==> src/rtl/rrtq_pkg.sv <==
// types, codes and defaults for the request retry transaction queue
// no dependencies
package rrtq_pkg;

    localparam int QUEUE_DEPTH_DEF    = 16;
    localparam int PERIODIC_SLOTS_DEF = 8;
    localparam int HEADER_BYTES_DEF   = 9;

    localparam logic [15:0] TPS_RST      = 16'd100;
    localparam logic [7:0]  TIMEOUT_RST  = 8'd3;
    localparam logic [7:0]  RETRY_RST    = 8'd3;
    localparam logic [6:0]  NOTIFY_RST   = 7'd6;
    localparam logic [7:0]  MSG_ID_RST   = 8'd107;
    localparam logic [9:0]  MAX_LEN_RST  = 10'd256;

    localparam int ERR_FLAG_BIT = 7;
    localparam int RSP_ODD_BIT  = 0;
    localparam logic [7:0] TRY_MAX = 8'hFF;

    localparam int CFG_IDX_W  = 3;
    localparam int CFG_DATA_W = 16;

    typedef enum logic [1:0] {
        CMD_REQUEST  = 2'd0,
        CMD_PERIODIC = 2'd1,
        CMD_TICK     = 2'd2,
        CMD_INCOMING = 2'd3
    } t_cmd;

    typedef enum logic [1:0] {
        KIND_ACCEPT = 2'd0,
        KIND_SEND   = 2'd1,
        KIND_REPORT = 2'd2
    } t_kind;

    typedef enum logic [1:0] {
        ST_SUCCESS = 2'd0,
        ST_FAILURE = 2'd1,
        ST_TIMEOUT = 2'd2
    } t_status;

    typedef enum logic [CFG_IDX_W-1:0] {
        CFG_TPS     = 3'd0,
        CFG_TIMEOUT = 3'd1,
        CFG_RETRY   = 3'd2,
        CFG_NOTIFY  = 3'd3,
        CFG_MSG_ID  = 3'd4,
        CFG_MAX_LEN = 3'd5
    } t_cfg_idx;

    typedef enum logic [2:0] {
        S_IDLE,
        S_HEAD,
        S_EVAL,
        S_PRD,
        S_PCHK,
        S_OUT
    } t_state;

    typedef struct packed {
        logic [1:0]  cmd;
        logic [15:0] object_id;
        logic [7:0]  op_type;
        logic [7:0]  param_ref;
        logic [9:0]  param_length;
        logic [15:0] repeat_seconds;
        logic        stop_if_error;
        logic [7:0]  message_id;
        logic [15:0] payload_length;
        logic [31:0] now_ticks;
    } t_in_item;

    typedef struct packed {
        logic [1:0]  kind;
        logic        accepted;
        logic [1:0]  status;
        logic [15:0] out_object_id;
        logic [7:0]  out_op_type;
        logic [7:0]  out_param_ref;
        logic [9:0]  out_param_length;
    } t_out_item;

endpackage

==> src/rtl/rrtq_ram.sv <==
// simple dual port ram, one write and one registered read per cycle
// no dependencies
module rrtq_ram #(
    parameter int WIDTH = 8,
    parameter int DEPTH = 16,
    parameter int AW    = 4
) (
    input  logic             i_clk,
    input  logic             i_we,
    input  logic [AW-1:0]    i_waddr,
    input  logic [WIDTH-1:0] i_wdata,
    input  logic [AW-1:0]    i_raddr,
    output logic [WIDTH-1:0] o_rdata
);

    logic [WIDTH-1:0] r_mem [DEPTH];
    logic [WIDTH-1:0] r_rdata;

    always_ff @(posedge i_clk) begin
        if (i_we) begin
            r_mem[i_waddr] <= i_wdata;
        end
        r_rdata <= r_mem[i_raddr];
    end

    assign o_rdata = r_rdata;

endmodule

==> src/rtl/rrtq_ctrl.sv <==
// sequencer: queue head handling, periodic table walk, responses, config
// uses rrtq_pkg; drives the queue ram and the insert time ram
module rrtq_ctrl
    import rrtq_pkg::*;
#(
    parameter int QUEUE_DEPTH    = QUEUE_DEPTH_DEF,
    parameter int PERIODIC_SLOTS = PERIODIC_SLOTS_DEF,
    parameter int HEADER_BYTES   = HEADER_BYTES_DEF,
    parameter int PTR_W  = (QUEUE_DEPTH > 1) ? $clog2(QUEUE_DEPTH) : 1,
    parameter int SLOT_W = (PERIODIC_SLOTS > 1) ? $clog2(PERIODIC_SLOTS) : 1,
    parameter int ENT_W  = 43 + SLOT_W
) (
    input  logic                  i_clk,
    input  logic                  i_rst_n,
    input  logic                  i_cfg_valid,
    output logic                  o_cfg_ready,
    input  logic [CFG_IDX_W-1:0]  i_cfg_index,
    input  logic [CFG_DATA_W-1:0] i_cfg_data,
    input  logic                  i_in_valid,
    output logic                  o_in_stall,
    input  t_in_item              i_in_item,
    output logic                  o_out_valid,
    input  logic                  i_out_stall,
    output t_out_item             o_out_item,
    output logic                  o_fifo_we,
    output logic [PTR_W-1:0]      o_fifo_waddr,
    output logic [ENT_W-1:0]      o_fifo_wdata,
    output logic [PTR_W-1:0]      o_fifo_raddr,
    input  logic [ENT_W-1:0]      i_fifo_rdata,
    output logic                  o_time_we,
    output logic [SLOT_W-1:0]     o_time_waddr,
    output logic [31:0]           o_time_wdata,
    output logic [SLOT_W-1:0]     o_time_raddr,
    input  logic [31:0]           i_time_rdata
);

    localparam int CNT_W = $clog2(QUEUE_DEPTH + 1);

    t_state r_state, n_state;

    logic [15:0] r_tps;
    logic [7:0]  r_timeout;
    logic [7:0]  r_retry;
    logic [6:0]  r_notify;
    logic [7:0]  r_msg_id;
    logic [9:0]  r_max_len;

    logic [PTR_W-1:0] r_rd_ptr, n_rd_ptr;
    logic [CNT_W-1:0] r_count, n_count;
    logic [7:0]       r_try, n_try;
    logic [31:0]      r_sent, n_sent;
    logic [SLOT_W-1:0] r_slot, n_slot;
    logic             r_res_pend, n_res_pend;
    logic             r_out_valid, n_out_valid;

    t_in_item  r_item;
    t_out_item r_res, n_res;
    t_out_item r_out_item, n_out_item;
    logic [23:0] r_limit;
    logic [31:0] r_rep_lim;

    logic        r_pv   [PERIODIC_SLOTS];
    logic        r_ps   [PERIODIC_SLOTS];
    logic        r_pe   [PERIODIC_SLOTS];
    logic        r_pst  [PERIODIC_SLOTS];
    logic [15:0] r_prep [PERIODIC_SLOTS];
    logic [15:0] r_pobj [PERIODIC_SLOTS];
    logic [7:0]  r_pop  [PERIODIC_SLOTS];
    logic [7:0]  r_pref [PERIODIC_SLOTS];
    logic [9:0]  r_plen [PERIODIC_SLOTS];
    logic        n_pv   [PERIODIC_SLOTS];
    logic        n_ps   [PERIODIC_SLOTS];
    logic        n_pe   [PERIODIC_SLOTS];

    logic [15:0] h_obj;
    logic [7:0]  h_op;
    logic [7:0]  h_pref;
    logic [9:0]  h_len;
    logic        h_per;
    logic [SLOT_W-1:0] h_slot;

    logic              push_req;
    logic [ENT_W-1:0]  push_data;
    logic              push_ok;
    logic [PTR_W:0]    wpos_sum;
    logic [PTR_W-1:0]  wpos;
    logic              eval_res;
    logic              free_found;
    logic [SLOT_W-1:0] free_slot;
    logic              timed_out;
    logic [6:0]        base;
    logic              last_slot;

    assign {h_obj, h_op, h_pref, h_len, h_per, h_slot} = i_fifo_rdata;

    assign o_cfg_ready  = 1'b1;
    assign o_in_stall   = (r_state != S_IDLE);
    assign o_out_valid  = r_out_valid;
    assign o_out_item   = r_out_item;
    assign o_fifo_raddr = r_rd_ptr;
    assign o_time_raddr = r_slot;

    assign push_ok   = push_req && (push_data[SLOT_W+1 +: 10] <= r_max_len)
                       && (r_count < CNT_W'(QUEUE_DEPTH));
    assign wpos_sum  = {1'b0, r_rd_ptr} + (PTR_W+1)'(r_count);
    assign wpos      = (wpos_sum >= (PTR_W+1)'(QUEUE_DEPTH)) ?
                       PTR_W'(wpos_sum - (PTR_W+1)'(QUEUE_DEPTH)) : PTR_W'(wpos_sum);
    assign o_fifo_we    = push_ok;
    assign o_fifo_waddr = wpos;
    assign o_fifo_wdata = push_data;

    assign timed_out = (r_item.now_ticks - r_sent) >= {8'd0, r_limit};
    assign base      = r_item.op_type[6:0];
    assign last_slot = (r_slot == SLOT_W'(PERIODIC_SLOTS - 1));

    always_comb begin
        free_found = 1'b0;
        free_slot  = '0;
        for (int i = PERIODIC_SLOTS - 1; i >= 0; i--) begin
            if (!r_pv[i]) begin
                free_found = 1'b1;
                free_slot  = SLOT_W'(i);
            end
        end
    end

    // next state
    always_comb begin
        n_state = r_state;
        case (r_state)
            S_IDLE: begin
                if (i_in_valid) begin
                    n_state = S_HEAD;
                end
            end
            S_HEAD: n_state = S_EVAL;
            S_EVAL: begin
                if (r_item.cmd == CMD_TICK) begin
                    n_state = S_PRD;
                end else if (eval_res) begin
                    n_state = S_OUT;
                end else begin
                    n_state = S_IDLE;
                end
            end
            S_PRD: n_state = S_PCHK;
            S_PCHK: begin
                if (last_slot) begin
                    n_state = r_res_pend ? S_OUT : S_IDLE;
                end else begin
                    n_state = S_PRD;
                end
            end
            S_OUT: begin
                if (!r_out_valid || !i_out_stall) begin
                    n_state = S_IDLE;
                end
            end
            default: n_state = S_IDLE;
        endcase
    end

    // datapath and outputs
    always_comb begin
        n_rd_ptr    = r_rd_ptr;
        n_count     = r_count;
        n_try       = r_try;
        n_sent      = r_sent;
        n_slot      = r_slot;
        n_res_pend  = r_res_pend;
        n_res       = r_res;
        n_out_item  = r_out_item;
        n_out_valid = r_out_valid;
        n_pv        = r_pv;
        n_ps        = r_ps;
        n_pe        = r_pe;
        push_req    = 1'b0;
        push_data   = '0;
        eval_res    = 1'b0;
        o_time_we    = 1'b0;
        o_time_waddr = r_slot;
        o_time_wdata = r_item.now_ticks;

        if (r_out_valid && !i_out_stall) begin
            n_out_valid = 1'b0;
        end

        case (r_state)
            S_EVAL: begin
                n_res      = '0;
                n_res_pend = 1'b0;
                n_slot     = '0;
                case (r_item.cmd)
                    CMD_REQUEST: begin
                        push_req  = 1'b1;
                        push_data = {r_item.object_id, r_item.op_type, r_item.param_ref,
                                     r_item.param_length, 1'b0, SLOT_W'(0)};
                        n_res.kind     = KIND_ACCEPT;
                        n_res.accepted = push_ok;
                        eval_res       = 1'b1;
                        if (push_ok) begin
                            n_count = r_count + 1'b1;
                        end
                    end
                    CMD_PERIODIC: begin
                        n_res.kind = KIND_ACCEPT;
                        eval_res   = 1'b1;
                        if (r_item.param_length <= r_max_len && free_found) begin
                            n_res.accepted  = 1'b1;
                            n_pv[free_slot] = 1'b1;
                            n_ps[free_slot] = 1'b0;
                            n_pe[free_slot] = 1'b0;
                        end
                    end
                    CMD_TICK: begin
                        if (r_count != '0) begin
                            n_res.out_object_id    = h_obj;
                            n_res.out_op_type      = h_op;
                            n_res.out_param_ref    = h_pref;
                            n_res.out_param_length = h_len;
                            if (r_try >= r_retry && timed_out) begin
                                n_res.kind   = KIND_REPORT;
                                n_res.status = ST_TIMEOUT;
                                n_res_pend   = 1'b1;
                                n_rd_ptr = (r_rd_ptr == PTR_W'(QUEUE_DEPTH - 1)) ?
                                           '0 : r_rd_ptr + 1'b1;
                                n_count  = r_count - 1'b1;
                                n_try    = '0;
                                n_sent   = '0;
                            end else if (r_try == '0 || timed_out) begin
                                n_res.kind = KIND_SEND;
                                n_res_pend = 1'b1;
                                if (r_try != TRY_MAX) begin
                                    n_try = r_try + 1'b1;
                                end
                                n_sent = r_item.now_ticks;
                            end
                        end
                    end
                    CMD_INCOMING: begin
                        n_res.kind             = KIND_REPORT;
                        n_res.out_object_id    = r_item.object_id;
                        n_res.out_op_type      = r_item.op_type;
                        n_res.out_param_ref    = r_item.param_ref;
                        n_res.out_param_length = r_item.param_length;
                        if (r_item.message_id == r_msg_id &&
                            r_item.payload_length >= 16'(HEADER_BYTES) &&
                            r_item.param_length <= r_max_len) begin
                            if (base == r_notify) begin
                                n_res.status = ST_SUCCESS;
                                eval_res     = 1'b1;
                            end else if (!base[RSP_ODD_BIT] && base < r_notify &&
                                         r_count != '0 && (h_op + 8'd1) == {1'b0, base} &&
                                         h_obj == r_item.object_id) begin
                                if (h_per && ({1'b0, h_slot} < (SLOT_W+1)'(PERIODIC_SLOTS))
                                    && r_pst[h_slot]) begin
                                    n_pe[h_slot] = r_item.op_type[ERR_FLAG_BIT];
                                end
                                n_rd_ptr = (r_rd_ptr == PTR_W'(QUEUE_DEPTH - 1)) ?
                                           '0 : r_rd_ptr + 1'b1;
                                n_count  = r_count - 1'b1;
                                n_try    = '0;
                                n_sent   = '0;
                                n_res.status = r_item.op_type[ERR_FLAG_BIT] ?
                                               ST_FAILURE : ST_SUCCESS;
                                eval_res = 1'b1;
                            end
                        end
                    end
                    default: ;
                endcase
            end
            S_PCHK: begin
                n_slot = last_slot ? '0 : r_slot + 1'b1;
                if (r_pv[r_slot] && !(r_pst[r_slot] && r_pe[r_slot])) begin
                    if (!r_ps[r_slot] || (r_item.now_ticks - i_time_rdata) >= r_rep_lim) begin
                        push_req  = 1'b1;
                        push_data = {r_pobj[r_slot], r_pop[r_slot], r_pref[r_slot],
                                     r_plen[r_slot], 1'b1, r_slot};
                        if (push_ok) begin
                            n_count = r_count + 1'b1;
                        end
                        o_time_we = 1'b1;
                    end
                    n_ps[r_slot] = 1'b1;
                end
            end
            S_OUT: begin
                if (!r_out_valid || !i_out_stall) begin
                    n_out_item  = r_res;
                    n_out_valid = 1'b1;
                end
            end
            default: ;
        endcase
    end

    always_ff @(posedge i_clk) begin
        if (!i_rst_n) begin
            r_state     <= S_IDLE;
            r_rd_ptr    <= '0;
            r_count     <= '0;
            r_try       <= '0;
            r_sent      <= '0;
            r_slot      <= '0;
            r_res_pend  <= 1'b0;
            r_out_valid <= 1'b0;
            r_tps       <= TPS_RST;
            r_timeout   <= TIMEOUT_RST;
            r_retry     <= RETRY_RST;
            r_notify    <= NOTIFY_RST;
            r_msg_id    <= MSG_ID_RST;
            r_max_len   <= MAX_LEN_RST;
            for (int i = 0; i < PERIODIC_SLOTS; i++) begin
                r_pv[i] <= 1'b0;
                r_ps[i] <= 1'b0;
                r_pe[i] <= 1'b0;
            end
        end else begin
            r_state     <= n_state;
            r_rd_ptr    <= n_rd_ptr;
            r_count     <= n_count;
            r_try       <= n_try;
            r_sent      <= n_sent;
            r_slot      <= n_slot;
            r_res_pend  <= n_res_pend;
            r_out_valid <= n_out_valid;
            r_pv        <= n_pv;
            r_ps        <= n_ps;
            r_pe        <= n_pe;
            if (i_cfg_valid) begin
                case (i_cfg_index)
                    CFG_TPS:     r_tps     <= i_cfg_data;
                    CFG_TIMEOUT: r_timeout <= i_cfg_data[7:0];
                    CFG_RETRY:   r_retry   <= i_cfg_data[7:0];
                    CFG_NOTIFY:  r_notify  <= i_cfg_data[6:0];
                    CFG_MSG_ID:  r_msg_id  <= i_cfg_data[7:0];
                    CFG_MAX_LEN: r_max_len <= i_cfg_data[9:0];
                    default: ;
                endcase
            end
        end
    end

    // payload registers
    always_ff @(posedge i_clk) begin
        r_res      <= n_res;
        r_out_item <= n_out_item;
        if (r_state == S_IDLE && i_in_valid) begin
            r_item <= i_in_item;
        end
        if (r_state == S_HEAD) begin
            r_limit <= r_timeout * r_tps;
        end
        if (r_state == S_PRD) begin
            r_rep_lim <= r_prep[r_slot] * r_tps;
        end
        if (r_state == S_EVAL && r_item.cmd == CMD_PERIODIC && free_found) begin
            r_pst[free_slot]  <= r_item.stop_if_error;
            r_prep[free_slot] <= r_item.repeat_seconds;
            r_pobj[free_slot] <= r_item.object_id;
            r_pop[free_slot]  <= r_item.op_type;
            r_pref[free_slot] <= r_item.param_ref;
            r_plen[free_slot] <= r_item.param_length;
        end
    end

endmodule

==> src/rtl/request_retry_transaction_queue.sv <==
// channel    direction  signals
// in         sink       i_in_valid, o_in_stall, i_in_item
// out        source     o_out_valid, i_out_stall, o_out_item
// cfg        sink       i_cfg_valid, o_cfg_ready, i_cfg_index, i_cfg_data
//
// request, add periodic and incoming transactions pass through the head and
// eval states, then the output state loads the output register when there is a
// result; a tick also walks the periodic table in the read and check states, one slot per
// insert time ram read. reset is synchronous; no clearing pass is needed.
// a stalled output holds the finished result; one more transaction is taken.
// top level: queue ram, insert time ram and sequencer; uses rrtq_pkg
module request_retry_transaction_queue
    import rrtq_pkg::*;
#(
    parameter int QUEUE_DEPTH    = QUEUE_DEPTH_DEF,
    parameter int PERIODIC_SLOTS = PERIODIC_SLOTS_DEF,
    parameter int HEADER_BYTES   = HEADER_BYTES_DEF
) (
    input  logic                  i_clk,
    input  logic                  i_rst_n,
    input  logic                  i_cfg_valid,
    output logic                  o_cfg_ready,
    input  logic [CFG_IDX_W-1:0]  i_cfg_index,
    input  logic [CFG_DATA_W-1:0] i_cfg_data,
    input  logic                  i_in_valid,
    output logic                  o_in_stall,
    input  t_in_item              i_in_item,
    output logic                  o_out_valid,
    input  logic                  i_out_stall,
    output t_out_item             o_out_item
);

    localparam int PTR_W  = (QUEUE_DEPTH > 1) ? $clog2(QUEUE_DEPTH) : 1;
    localparam int SLOT_W = (PERIODIC_SLOTS > 1) ? $clog2(PERIODIC_SLOTS) : 1;
    localparam int ENT_W  = 43 + SLOT_W;

    logic              fifo_we;
    logic [PTR_W-1:0]  fifo_waddr;
    logic [ENT_W-1:0]  fifo_wdata;
    logic [PTR_W-1:0]  fifo_raddr;
    logic [ENT_W-1:0]  fifo_rdata;
    logic              time_we;
    logic [SLOT_W-1:0] time_waddr;
    logic [31:0]       time_wdata;
    logic [SLOT_W-1:0] time_raddr;
    logic [31:0]       time_rdata;

    rrtq_ram #(.WIDTH(ENT_W), .DEPTH(QUEUE_DEPTH), .AW(PTR_W)) u_fifo_ram (
        .i_clk   (i_clk),
        .i_we    (fifo_we),
        .i_waddr (fifo_waddr),
        .i_wdata (fifo_wdata),
        .i_raddr (fifo_raddr),
        .o_rdata (fifo_rdata)
    );

    rrtq_ram #(.WIDTH(32), .DEPTH(PERIODIC_SLOTS), .AW(SLOT_W)) u_time_ram (
        .i_clk   (i_clk),
        .i_we    (time_we),
        .i_waddr (time_waddr),
        .i_wdata (time_wdata),
        .i_raddr (time_raddr),
        .o_rdata (time_rdata)
    );

    rrtq_ctrl #(
        .QUEUE_DEPTH    (QUEUE_DEPTH),
        .PERIODIC_SLOTS (PERIODIC_SLOTS),
        .HEADER_BYTES   (HEADER_BYTES),
        .PTR_W          (PTR_W),
        .SLOT_W         (SLOT_W),
        .ENT_W          (ENT_W)
    ) u_ctrl (
        .i_clk        (i_clk),
        .i_rst_n      (i_rst_n),
        .i_cfg_valid  (i_cfg_valid),
        .o_cfg_ready  (o_cfg_ready),
        .i_cfg_index  (i_cfg_index),
        .i_cfg_data   (i_cfg_data),
        .i_in_valid   (i_in_valid),
        .o_in_stall   (o_in_stall),
        .i_in_item    (i_in_item),
        .o_out_valid  (o_out_valid),
        .i_out_stall  (i_out_stall),
        .o_out_item   (o_out_item),
        .o_fifo_we    (fifo_we),
        .o_fifo_waddr (fifo_waddr),
        .o_fifo_wdata (fifo_wdata),
        .o_fifo_raddr (fifo_raddr),
        .i_fifo_rdata (fifo_rdata),
        .o_time_we    (time_we),
        .o_time_waddr (time_waddr),
        .o_time_wdata (time_wdata),
        .o_time_raddr (time_raddr),
        .i_time_rdata (time_rdata)
    );

endmodule

==> config.mk <==
export PLATFORM = sky130hd
export DESIGN_NAME = request_retry_transaction_queue
export DESIGN_NICKNAME = d
export VERILOG_FILES = /design/src/rtl/rrtq_pkg.sv /design/src/rtl/rrtq_ram.sv /design/src/rtl/rrtq_ctrl.sv /design/src/rtl/request_retry_transaction_queue.sv
export SDC_FILE = /design/constraint.sdc
export NUM_CORES = 2
export LEC_CHECK = 0
export BUFFER_PORTS_ARGS = -buffer_cell sky130_fd_sc_hd__buf_2
export CAP_MARGIN = 20
export CORE_ASPECT_RATIO = 0.8
export CORE_MARGIN = 5
export CORE_UTILIZATION = 45
export CTS_CLUSTER_DIAMETER = 100
export DETAILED_ROUTE_END_ITERATION = 12
export GPL_TIMING_DRIVEN = 0
export SLEW_MARGIN = 20
export SYNTH_ARGS = -nofsm -noshare
export SYNTH_HDL_FRONTEND = slang
export SYNTH_SLANG_ARGS = --single-unit
==> constraint.sdc <==
create_clock -name i_clk -period 10.5 [get_ports i_clk]
set_input_delay 0.525 -clock i_clk [delete_from_list [all_inputs] [get_ports i_clk]]
set_output_delay 0.525 -clock i_clk [all_outputs]
set_load 0.01 [all_outputs]
==> results.txt <==
----------------------------------------------------
[Detailed routing]
  Total iterations of the first detailed-routing run ... 6
  Via total after detailed routing ... 53100
  Detailed-route DRC error count ... 0
  Initial DRC count ... 6506
  Vias per inst ... 5.72
  Overall routed net length ... 252000 microns
  Antenna-violating nets left ... 0
  Mean routed wirelength per cell ... 27.1 microns

[STA]
  Setup ws final ... 0.652 ns
  Number of max-slew violations in the final report ... 0
  Final setup skew ... 0.0603 ns
  Maximum clock frequency ... 0.102 GHz
  Share of the clock period used by the worst path after layout ... 93.8%
  Relative slew slack ... 19.1%
  Final Hold Vio Count ... 0
  # setup viols final ... 0
  Minimum clock period after layout ... 9.85 ns
  Pin slew with the least headroom to its limit ... 1.21 ns
  RSZ-0062 raised after global routing ... false

[Power and ir drop]
  Internal power component ... 0.0133 W
  PwrDens ... 171 mW/mm^2
  Fraction of power consumed by combinational cells ... 11.2%
  Net switching power of the design ... 0.00450 W
  Part of the total power dissipated in the clock network ... 38.8%
  Leakage power ... 35.1 nW
  Switching part of the total ... 25.2%
  Max IR drop VDD ... 0.000174 V
  Reg power frac ... 50.1%
  Final Power ... 0.0178 W

[Worst setup path]
  Critical path type ... register to register
  Setup slack of the most critical reg-to-reg path ... 0.65 ns
  Launching element type of the critical path ... register
  CP max FO ... 17
  Buffer and inverter count on the worst path ... 7
  Req. time, crit path ... 11.02 ns
  Arrival time of data at the critical path endpoint ... 10.37 ns
  Endpoint kind of the worst setup timing path ... register
  Kind of cell adding the most delay to the critical path ... compound AO/OA/AOI/OAI gates
  Worst path slowest cell ... o41ai_2
  Worst path most repeated cell ... a21oi_1
  CP max stage delay ... 0.65 ns

[Logic synthesis]
  Proportion of synthesized flip-flops having asynchronous set or reset ... 0%
  Sequential share of the synthesized area ... 63.2%
  Cell count after synthesis ... 5792
  Post-synthesis sequential element count ... 1950
  Count of warnings emitted by yosys ... 0
  Net count of the mapped netlist ... 6530
  Count of unique library cells instantiated by Yosys ... 91
  Post-synthesis cell area ... 0.0892 sq mm
  Synthesized area divided by synthesized cell count ... 15.4 sq um
  Number of flops mapped to enable cells by yosys ... 1731
  Predominant post-synthesis flop cell ... edfxtp_1

[Layout]
  Share of cells above drive strength 1 ... 17.1%
  Post-route core utilization ... 52.7%
  Final layout net count ... 7183
  Syn-to-layout area delta ... 16.9%
  Number of standard cells in the final layout excluding fillers ... 9277

[GRT]
  Overall global routing resource usage ... 24.2%
  Global route overflow ... 0
  Via count of the first global-routing pass ... 52500
  Number of antenna violations at the first check in global routing ... 22
  Wire length of the first global-routing pass ... 365000 microns
  Largest net degree at the start of global routing ... 56

[Floorplanning]
  Starting density of the core ... 45.1%
  Count of standard-cell rows ... 146
  Die area ... 0.207 sq mm
  Die height ... 408 microns
  Placeable core region ... 0.198 sq mm
  Overall die width ... 508 microns
  I/O pin cnt ... 191

[Clock tree]
  Buffer cell driving the clock tree root ... clkbuf_16
  Post-CTS repair timing setup buffer count ... 0
  Clock tree from TritonCTS ... done
  Clock sink total ... 1950
  Deepest clock path buffer count ... 3
  Worst-skew pair later-pin latency ... 0.84 ns
  TritonCTS Buffers ... 189
  H-tree depth reported by CTS ... 4
  Reg clk slew, reported paths ... 0.06 ns

[Place]
  Count of input and output buffers ... 188
  Pre-CTS worst setup slack ... -0.306 ns
  DP Cell Count ... 8792
  Final Wtd Congestion ... 0.909
  Half-perimeter wire length after detailed placement ... 183000 microns

[Min path]
  Worst min path class ... input pin to register

[Status]
  Status ... completed

[Run]
  Number of maximum-capacitance constraint violations ... 0

----------------------------------------------------
## power by group through the flow
stage / Clock [W] / Sequential, W / Combinational, W
3_5_place_dp: 0 / 0.00909 / 0.00192
6_report: 0.00691 / 0.00893 / 0.00199
4_1_cts: 0.00703 / 0.00892 / 0.00197
3_3_place_gp: 0 / 0.00911 / 0.00184
2_1_floorplan: 0 / 0.00895 / 0.00124
5_1_grt: 0.00736 / 0.00894 / 0.00219
## final timing paths
kind                          startpoint                       end  cells after the start
hold reg to reg         u_ctrl.r_res[13]     u_ctrl.o_out_item[13]                      0
hold / removal             i_cfg_data[9]       u_ctrl.r_max_len[9]                      3
setup reg to reg  u_ctrl.o_time_wdata[0]  u_fifo_ram.r_mem[10][39]                     37
setup / recovery  u_ctrl.o_time_wdata[0]  u_fifo_ram.r_mem[10][39]                     37
## layer usage
layer	global-route usage (%)	vias to the layer above	part of all wire, %
met5	0	-	0.0052
met1	37.5	27300	44
li1	-	22900	-
met4	5.89	2	2.5
met3	5.69	335	11
met2	34.4	2562	42
## logic make-up (layout without fill, tap and decap cells)
| logic type | after synthesis | in the layout | share of synthesized area (%) |
|---|---|---|---|
| multiplexers | 419 | 419 | 9.64 |
| buffers and inverters | 743 | 1560 | 3.14 |
| AND/OR/NAND/NOR | 1183 | 1183 | 6.30 |
| XOR/XNOR | 133 | 133 | 1.31 |
| AO/OA/AOI/OAI | 766 | 766 | 5.68 |
| adder cells (fa/ha/maj) | 597 | 597 | 10.7 |
| other | 1 | 5 | 0.00420 |
| flip-flops | 1950 | 1950 | 63.2 |
## metrics by stage
step / hold slack [ns] / area, sq um / TNS (ns)
after floorplan: 0.400 / 89200 / 0
after global placement: 0.405 / 93500 / -3954.74
after detailed placement: 0.405 / 96500 / -56.81
after CTS: 0.0140 / 104000 / 0
after global routing: 0.0435 / 104000 / 0
final: 0.0742 / 104000 / 0
## worst reg2reg max path: cells and delay by family, from the launching register on
family | cells | cell delay, ns
and+or+nand+nor | 8 | 1.87
AOI/OAI and AO/OA | 17 | 4.22
xor gates and xnor gates | 1 | 0.12
adders and majority gates | 4 | 1.19
DFF | 1 | 0.63
buffers and inverters | 7 | 1.50
## cell usage in the layout (no fill, tap or decap), types with 121 or more instances in the layout
master	instances
inv_1	492
dfxtp_1	219
a22oi_1	121
fa_1	281
a21oi_1	213
edfxtp_1	1731
nor2_1	123
clkbuf_16	190
dlygate4sd3_1	126
nand2_1	538
buf_2	204
ha_1	316
mux4_2	350
clkbuf_1	239
and2_1	143
## area by class of cell
class / count / area [sq um]
clock buffer: 251 / 5130
tap: 2664 / 3330
antenna: 4 / 10.0
multi-input combinational: 3099 / 30400
inverter: 496 / 1870
timing repair buffer: 463 / 4870
clock inverter: 104 / 1240
fill: 16000 / 93400
buffer: 246 / 972
sequential: 1950 / 56400
## synth_stat cells (all sizes together), types with 44 or more instances
library cell | instances | area [sq um]
a21o | 61 | 458
a21oi | 216 | 1090
a22o | 48 | 420
a22oi | 121 | 908
and2 | 145 | 907
clkbuf | 205 | 769
dfxtp | 219 | 4380
edfxtp | 1731 | 52000
fa | 281 | 5630
ha | 316 | 3950
inv | 495 | 1860
mux2i | 49 | 490
mux4 | 350 | 7880
nand2 | 538 | 2020
nand3 | 91 | 455
nand4 | 53 | 338
nor2 | 151 | 567
nor3 | 44 | 225
o21ai | 124 | 624
xnor2 | 80 | 701
xor2 | 53 | 464
## flip-flops by register name (all words and copies together), names as in the netlist, 10 cells and up, named ones only
name / count
u_time_ram.o_rdata: 32
u_fifo_ram.o_rdata: 46
u_ctrl.o_time_wdata: 32
u_fifo_ram.r_mem: 736
u_time_ram.r_mem: 256
u_ctrl.r_item: 78
u_ctrl.r_sent: 32
u_ctrl.r_pop: 64
u_ctrl.r_res: 47
u_ctrl.o_out_item: 47
u_ctrl.r_tps: 16
u_ctrl.r_rep_lim: 32
u_ctrl.r_limit: 24
u_ctrl.r_max_len: 10
u_ctrl.r_pref: 64
u_ctrl.r_pobj: 128
u_ctrl.r_plen: 80
u_ctrl.r_prep: 128
## what timing repair did
action,CTS,global route
endpoints found under the setup margin,551,545
gates resized for setup,2,5
pin swaps,0,1
hold buffers,126,0
hold endpoints to repair,127,0
(Power assumes the default switching activity.)
